## config.mk

```make
export PLATFORM = sky130hd
export DESIGN_NAME = cpt_delay
export DESIGN_NICKNAME = d
export VERILOG_FILES = /design/src/rtl/cpt_delay.sv
export SDC_FILE = /design/constraint.sdc
export NUM_CORES = 1
export LEC_CHECK = 0
export BUFFER_PORTS_ARGS = -buffer_cell sky130_fd_sc_hd__buf_2
export CORE_UTILIZATION = 51
export DETAILED_ROUTE_END_ITERATION = 8
export PLACE_DENSITY = 0.84
export SETUP_SLACK_MARGIN = 0.15
export SLEW_MARGIN = 0
export SYNTH_ARGS = -nofsm -noshare
export SYNTH_HDL_FRONTEND = slang
export SYNTH_SLANG_ARGS = --single-unit
```

## constraint.sdc

```tcl
create_clock -name aclk -period 0.8 [get_ports aclk]
set_input_delay 0.16 -clock aclk [delete_from_list [all_inputs] [get_ports aclk]]
set_output_delay 0.16 -clock aclk [all_outputs]
set_load 0.02 [all_outputs]
```

## src/rtl/cpt_delay.sv

```systemverilog
// ----------------------------------------------------------------------------
// Side data delay line
// Holds per-item data alongside a fixed-latency arithmetic unit.
// ----------------------------------------------------------------------------
`default_nettype none

module cpt_delay #(
    parameter int W     = 8,
    parameter int DEPTH = 4
) (
    input  wire logic         aclk,
    input  wire logic         en,
    input  wire logic [W-1:0] d,
    output logic [W-1:0]      q
);

    logic [W-1:0] line_reg [DEPTH];

    always_ff @(posedge aclk) begin
        if (en) begin
            line_reg[0] <= d;
            for (int i = 1; i < DEPTH; i++) begin
                line_reg[i] <= line_reg[i-1];
            end
        end
    end

    assign q = line_reg[DEPTH-1];

endmodule

`default_nettype wire

```

==> flow_metrics.tcl <==
set metrics [dict create \
    status "finished with violations" \
    pre_cts_slack_ps 45.7 \
    cts_buffers 5 \
    place_area_um2 1100 \
    setup_slack_ps -198 \
    synthArstFlopShare_pct 0 \
    synth_commonest_cells "edfxtp_1" \
    slowest_stage "edfxtp_1" \
    clock.fmax_mhz 1000 \
    max-vdd-ir-drop_v 0.00151 \
    layout-drive-gt1-share_pct 41.4 \
    grt_usage_pct 10.5 \
    cap_violations 0 \
    slew_viol_final 0 \
    drt-initial-drc-count 7 \
    final_util_pct 68.4 \
    multi_input_area_um2 0 \
    ys_seq_area_share_pct 100 \
    synth_top_cell_area_share_pct 100 \
    rsz0062_at_grt "yes" \
    critical_path_class "reg -> out" \
    port_buffers 17 \
    die_w_um 45.4 \
    largest_register_ffs 32 \
    clk_latency_ps 300 \
    yosysMostFrequentCell "edfxtp_1" \
    finalHoldViolations 0 \
    endpoint_kind "output pin" \
    num_antenna_cells 0 \
    grt_max_degree 25 \
    finalClockSkew_ps 4.45 \
    ios 18 \
    finalInstanceArea_um2 1190 \
    leakage_nw 0.435 \
    ff_latch_area_um2 961 \
    relSlewSlack_pct 91.7 \
    grt_pass1_vias 334 \
    routabilityCongestion 0.594 \
    grt-ovfl-total 0 \
    cts_htree_levels 2 \
    vias 375 \
    ant_nets 0 \
    synth_top_cell_by_area "edfxtp_1" \
    cp-start-kind "flop" \
    hpwlAfterDp_um 496 \
    hold_buffers 0 \
    cp.required_ps 640 \
    crit_chain "buf_2" \
    netlist_area_um2 961 \
    nets 68 \
    core_region_area_um2 1750 \
    rows 15 \
    slowest_delay_ps 370 \
    crit_arrival_ps 840 \
    clkSinkCount 32 \
    crit_fanout 1 \
    antenna_found_initial 0 \
    multi_input_gates 0 \
    synth_cells 32 \
    clk_pin_slew_worst_paths_ps 80 \
    synth_area_leaders "edfxtp_1" \
    hold_path.class "in -> reg" \
    crit_buf_inv 1 \
    cts_buffer_depth 2 \
    violations "negative setup slack" \
    ys_types 1 \
    synth_enable_flop_cells 32 \
    fillers 108 \
    period_share_pct 125 \
    ys.flop_type "edfxtp_1" \
    power_density_nw_per_um2 2410 \
    finalSetupViolCount 8 \
    avgSynthCellArea_um2 30.0 \
    whs_ps 28.8 \
    tightest_slew_ps 125 \
    start_util_pct 55.1 \
    cts_tree "done" \
    finalPower_mw 2.88 \
    drc 0 \
    fp.dieArea_um2 2060 \
    ys_seq_elements 32 \
    ys.warnings.count 0 \
    drt-total-wl_um 867 \
    crit_family "flip-flops" \
    root_buffer "clkbuf_4" \
    syn2layout_area_growth_pct 24.2 \
    avgViaCountPerCell 4.52 \
    postSynthNetCount 42 \
    die_h_um 45.4 \
    wire_per_inst_um 10.4 \
    drtPass1Iterations 2 \
    grt_pass1_wl_um 1280 \
    min_period_ps 998 \
]
-- stage by stage --
step / TNS (ps) / std cells
finish: -1480 / 83
CTS: -1680 / 83
detailed placement: 0 / 76
floorplan: 0 / 32
global placement: 0 / 76
global route: -1870 / 83
-- layer usage --
layer	wire length [µm]	vias to the layer above	global-route usage [%]
li1	-	183	-
met1	343	171	9.71
met2	455	21	14.6
met3	68	0	5.95
met4	0	0	12.7
met5	0	-	0
-- repair_timing --
action	in CTS	in global routing
endpoints found under the setup margin	8	8
buffers inserted	0	0
hold endpoints to repair	0	6
gates resized for setup	0	14
-- placed cells by master, fill, tap and decap left out --
cell type,synthesis,final
clkbuf_4,0,5
buf_12,0,1
clkinv_1,0,2
edfxtp_1,32,32
buf_6,0,7
buf_4,0,1
buf_2,0,10
-- cell type report --
type                    count  share of cell area [%]
flip-flops and latches     32                    80.5
well taps                  25                    2.62
repair buffers             19                    13.1
clock buffers               5                    3.14
clock inverters             2                   0.629
-- kinds of logic (layout without fill, tap and decap cells) --
| group | Yosys count | after routing | share of synthesized area [%] |
|---|---|---|---|
| buffers and inverters | 0 | 26 | 0 |
| DFF | 32 | 32 | 100 |
-- final timing paths --
path,slack [ps],startpoint,endpoint,cells after the start
worst max-delay path,-200,line_reg[3][4]$_DFFE_PP_,q[4],1
worst min-delay path,30,d[6],line_reg[0][6]$_DFFE_PP_,1
worst max register to register,160,line_reg[1][4]$_DFFE_PP_,line_reg[2][4]$_DFFE_PP_,0
worst min register to register,420,line_reg[2][4]$_DFFE_PP_,line_reg[3][4]$_DFFE_PP_,0
-- report_power, final --
part | total [mW] | internal (mW) | switching [mW] | leakage, nW
Clock | 0.744 | 0.306 | 0.438 | 0.0261
Combinational | 0.135 | 0.0655 | 0.0696 | 0.0959
Sequential | 2.00 | 1.97 | 0.0293 | 0.313
Power figures use the tool's default switching activity.
