## config.mk

```make
export PLATFORM = sky130hd
export DESIGN_NAME = cpt_mul
export DESIGN_NICKNAME = d
export VERILOG_FILES = /design/src/rtl/cpt_pkg.sv /design/src/rtl/cpt_mul.sv
export SDC_FILE = /design/constraint.sdc
export NUM_CORES = 2
export LEC_CHECK = 0
export BUFFER_PORTS_ARGS = -buffer_cell sky130_fd_sc_hd__buf_2
export CORE_AREA = 2 2 332 334
export CTS_CLUSTER_DIAMETER = 60
export DETAILED_ROUTE_END_ITERATION = 10
export DIE_AREA = 0 0 334 336
export SKIP_LAST_GASP = 1
export SLEW_MARGIN = 20
export SYNTH_ARGS = -nofsm -noshare
export SYNTH_HDL_FRONTEND = slang
export SYNTH_SLANG_ARGS = --single-unit
export TNS_END_PERCENT = 30
```

## constraint.sdc

```tcl
create_clock -name aclk -period 10.9 [get_ports aclk]
set_input_delay 0.545 -clock aclk [delete_from_list [all_inputs] [get_ports aclk]]
set_output_delay 0.545 -clock aclk [all_outputs]
set_load 0.01 [all_outputs]
```

## src/rtl/cpt_pkg.sv

```systemverilog
// ----------------------------------------------------------------------------
// Closest point on triangle: shared definitions
// Coordinate width, multiplier chunking, payload types and edge parameter modes.
// ----------------------------------------------------------------------------
`default_nettype none

package cpt_pkg;

    localparam int COORD_BITS    = 32;
    localparam int FRAC_BITS_DEF = 16;
    localparam int MUL_CHUNK     = 32;
    localparam int MUL_LAT       = 4;

    typedef struct packed {
        logic signed [COORD_BITS-1:0] a_x;
        logic signed [COORD_BITS-1:0] a_y;
        logic signed [COORD_BITS-1:0] a_z;
        logic signed [COORD_BITS-1:0] b_x;
        logic signed [COORD_BITS-1:0] b_y;
        logic signed [COORD_BITS-1:0] b_z;
        logic signed [COORD_BITS-1:0] c_x;
        logic signed [COORD_BITS-1:0] c_y;
        logic signed [COORD_BITS-1:0] c_z;
        logic signed [COORD_BITS-1:0] query_x;
        logic signed [COORD_BITS-1:0] query_y;
        logic signed [COORD_BITS-1:0] query_z;
    } in_item_t;

    typedef struct packed {
        logic signed [COORD_BITS-1:0] near_x;
        logic signed [COORD_BITS-1:0] near_y;
        logic signed [COORD_BITS-1:0] near_z;
    } out_item_t;

    typedef enum logic [1:0] {
        TT_QUOT,
        TT_ZERO,
        TT_COMPL
    } tmode_t;

endpackage

`default_nettype wire

```

## src/rtl/cpt_mul.sv

```systemverilog
// ----------------------------------------------------------------------------
// Pipelined signed multiplier
// Sign-magnitude product built from registered chunk partial products.
// ----------------------------------------------------------------------------
`default_nettype none

module cpt_mul #(
    parameter int AW = 33,
    parameter int BW = 33
) (
    input  wire logic                  aclk,
    input  wire logic                  en,
    input  wire logic signed [AW-1:0]  a,
    input  wire logic signed [BW-1:0]  b,
    output logic signed [AW+BW-1:0]    p
);

    localparam int CW = cpt_pkg::MUL_CHUNK;
    localparam int NA = (AW + CW - 1) / CW;
    localparam int NB = (BW + CW - 1) / CW;
    localparam int PWD = AW + BW;

    logic [AW-1:0]     amag;
    logic [BW-1:0]     bmag;
    logic [NA*CW-1:0]  am_reg;
    logic [NB*CW-1:0]  bm_reg;
    logic              neg1_reg, neg2_reg, neg3_reg;
    logic [2*CW-1:0]   pp_reg [NA][NB];
    logic [PWD-1:0]    sum_next, sum_reg;
    logic signed [PWD-1:0] p_reg;

    assign amag = a[AW-1] ? AW'(-a) : AW'(a);
    assign bmag = b[BW-1] ? BW'(-b) : BW'(b);

    always_ff @(posedge aclk) begin
        if (en) begin
            am_reg   <= (NA*CW)'(amag);
            bm_reg   <= (NB*CW)'(bmag);
            neg1_reg <= a[AW-1] ^ b[BW-1];
            neg2_reg <= neg1_reg;
            neg3_reg <= neg2_reg;
            sum_reg  <= sum_next;
            p_reg    <= neg3_reg ? -$signed(sum_reg) : $signed(sum_reg);
        end
    end

    for (genvar i = 0; i < NA; i++) begin : g_row
        for (genvar j = 0; j < NB; j++) begin : g_col
            always_ff @(posedge aclk) begin
                if (en) begin
                    pp_reg[i][j] <= (2*CW)'(am_reg[i*CW +: CW]) * (2*CW)'(bm_reg[j*CW +: CW]);
                end
            end
        end
    end

    always_comb begin
        sum_next = '0;
        for (int i = 0; i < NA; i++) begin
            for (int j = 0; j < NB; j++) begin
                sum_next = sum_next + (PWD'(pp_reg[i][j]) << ((i + j) * CW));
            end
        end
    end

    assign p = p_reg;

endmodule

`default_nettype wire

```

==> results.cfg <==
[critical_path]
r2r-start = bm_reg[7]
crit_arrival_ns = 9.40
worstSetupPathType = reg2reg
max_stage_delay_ns = 1.08
r2r_end = pp_reg[0][90]
cp_max_fo = 33
slowest_stage = edfxtp_1
crit_path_end_kind = flip-flop
reg2reg_slack_ns = 1.87
cp_common_cell = fa_1
worstPathRequired_ns = 11.26
rr_worst_depth = 24
crit_chain = and2_1 > fa_1 > fa_1 > fa_1 > inv_1 > fa_1 > inv_1 > fa_1 > inv_1 > fa_1 > inv_1 > fa_1 > fa_1 > ha_1 > and4_1 > and4_1 > a221oi_1 > a21oi_1 > o21ba_2 > o21ai_0 > o21ai_0 > nand2b_1 > mux2i_1 > o311ai_0
start_kind = flip-flop

[synthesis]
ys_warn_count = 0
synthTopCellsByCount = 929 x fa_1, 902 x inv_1, 665 x and2_1, 529 x nand2_1, 330 x edfxtp_1
synth_area_per_cell_um2 = 10.21
synth_area_leaders = fa_1 38%, edfxtp_1 20%, and2_1 8.6%
ys_types = 64
synth.yosys.seq_area_share_pct = 20.37
ys_ff_latch = 330
syn-cell-area_um2 = 48650
synth.most_common_cell = fa_1
synth_edf_count = 330
yosysTopAreaCell = fa_1
ys.flop_type = edfxtp_1
netlist_instances = 4765
syn_nets = 6060
synth_top_cell_area_share_pct = 38.23
async_flop_share_pct = 0

[detailed_routing]
ant_nets = 0
vias_per_cell = 5.303
dr_total_vias = 33010
first_pass_iters = 5
detail_route.wl_per_cell_um = 21.14
drtIter0Drc = 2299
drc_errors = 0
drt_wl_total_um = 131600

[global_route]
grt_max_degree = 152
globalRouteMet3Util_pct = 5.069
antenna_found_initial = 3
grt_pass1_vias = 35010
overflow = 0
grt_pass1_wl_um = 207300
gr-usage-met2_pct = 36.42
grt_usage_pct = 24.18
busiest_layer = met2
grtUsageMet1_pct = 35.91

[hold_path]
holdPathEnd = am_reg[0]
hold_depth = 1
hp-class = in2reg
hp-start = a[0]

[cells_and_area]
largest_reg_flops = 129
final_cell_area_um2 = 52340
fill_cells = 10210
final_cells = 6224
regArea_um2 = 9910
multi_input_area_um2 = 34430
layout-drive-gt1-share_pct = 6.176
final_net_count = 6069
synthToLayoutAreaGrowth_pct = 7.582

[clock_network]
cts.sinks = 330
clockBufferDepth = 3
htreeDepth = 2
cts_hold_buf = 0
cts.clk_slew.worst_paths_ns = 0.06
root_buffer = clkbuf_16
cts_buffers = 45
cts_setup_buffers = 0
cts_resized = 0
tritoncts = yes
clk_latency_ns = 0.63

[sta]
finalCriticalPeriod_ns = 9.034
fin_crit_sh_pct = 82.88
setup_tns_ns = 0
finClkSkew_ns = 0.02634
setup_viol = 0
maxSlewHeadroom_pct = 21.29
fmax_mhz = 110.7
tightestPinTransition_ns = 1.178
rsz0062_at_grt = no
whs_ns = 0.1303
slew_viol_final = 0
final-hold-violation-count = 0

[place]
placed_cells = 6137
place_area_um2 = 50710
routabilityCongestion = 0.9426
port_buffers = 133
dp_hpwl_um = 100100

[floorplan]
start_util_pct = 44.88
ioPinCount = 134
dieArea_um2 = 112200
die_y_um = 336
rows = 121
die_w_um = 334
coreArea_um2 = 108400

[flow_run]
drv_cap = 0

[status]
status = completed
routing by layer:
metal  vias to the layer above  routed length (um)
li1                      14690                   -
met1                     16890               60640
met2                      1255               56620
met3                       175               11230
met4                         2                3063
met5                         -                  13
how the worst max path moves through the flow:
stage | from | end | slack, ns | cells after the start
after global routing | bm_reg[7] | pp_reg[0][90] | 1.43 | 24
after CTS | bm_reg[5] | pp_reg[0][90] | 1.95 | 24
after detailed placement | bm_reg[5] | pp_reg[0][90] | 1.95 | 24
final | bm_reg[7] | pp_reg[0][90] | 1.87 | 24
after global placement | bm_reg[5] | pp_reg[0][90] | 2.09 | 24
after floorplan | bm_reg[2] | pp_reg[0][94] | 3.43 | 26
cells by family after synthesis:
kind of cell | Yosys count | synth area share [%]
flip-flops | 330 | 20.37
AO/OA/AOI/OAI | 407 | 5.440
adder cells (fa/ha/maj) | 1227 | 45.89
multiplexers | 1 | 0.02058
XOR/XNOR | 214 | 3.853
buffers and inverters | 1146 | 8.858
AND/OR/NAND/NOR | 1440 | 15.57
through the flow:
step	setup WS, ns	util (%)
4_1_cts	1.951	48.20
2_1_floorplan	3.429	-
3_5_place_dp	1.947	46.78
5_1_grt	1.434	48.28
6_report	1.866	48.28
3_3_place_gp	2.092	46.77
cell type report:
| type | instances | share of cell area (%) |
|---|---|---|
| multi-input cells | 3289 | 65.79 |
| well taps | 1414 | 3.380 |
| repair buffers | 206 | 2.481 |
| flip-flops and latches | 330 | 18.93 |
| diodes | 1 | 0.004781 |
| clock inverters | 33 | 0.7626 |
| inverters | 902 | 6.469 |
| clock buffers | 49 | 2.180 |
placed cells by master, fill, tap and decap left out, drive strengths merged, types with 10 or more instances in the layout:
cell,n
edfxtp,330
a21o,57
o21bai,24
o21ai,87
o31ai,45
clkinv,17
and3,10
and2,665
nand3,30
xor2,30
o21a,12
nor2b,11
o41ai,21
clkbuf,49
nor4,13
nand4,27
nor2,64
nand2b,12
fa,929
a21oi,107
xnor2,184
or4,24
ha,298
nor3,20
or3,19
inv,910
nand2,529
buf,206
worst max-delay path: cells and delay by family, from the launching register on:
family,cells,cell delay (ns)
AO/OA/AOI/OAI,6,2.06
adder cells (fa/ha/maj),9,4.30
buffers and inverters,4,0.26
AND/OR/NAND/NOR,4,0.88
multiplexers,1,0.18
flip-flops,1,1.08
Power is not shown: default switching activity piles up to over one toggle a cycle in this logic, so the estimate is an artifact.
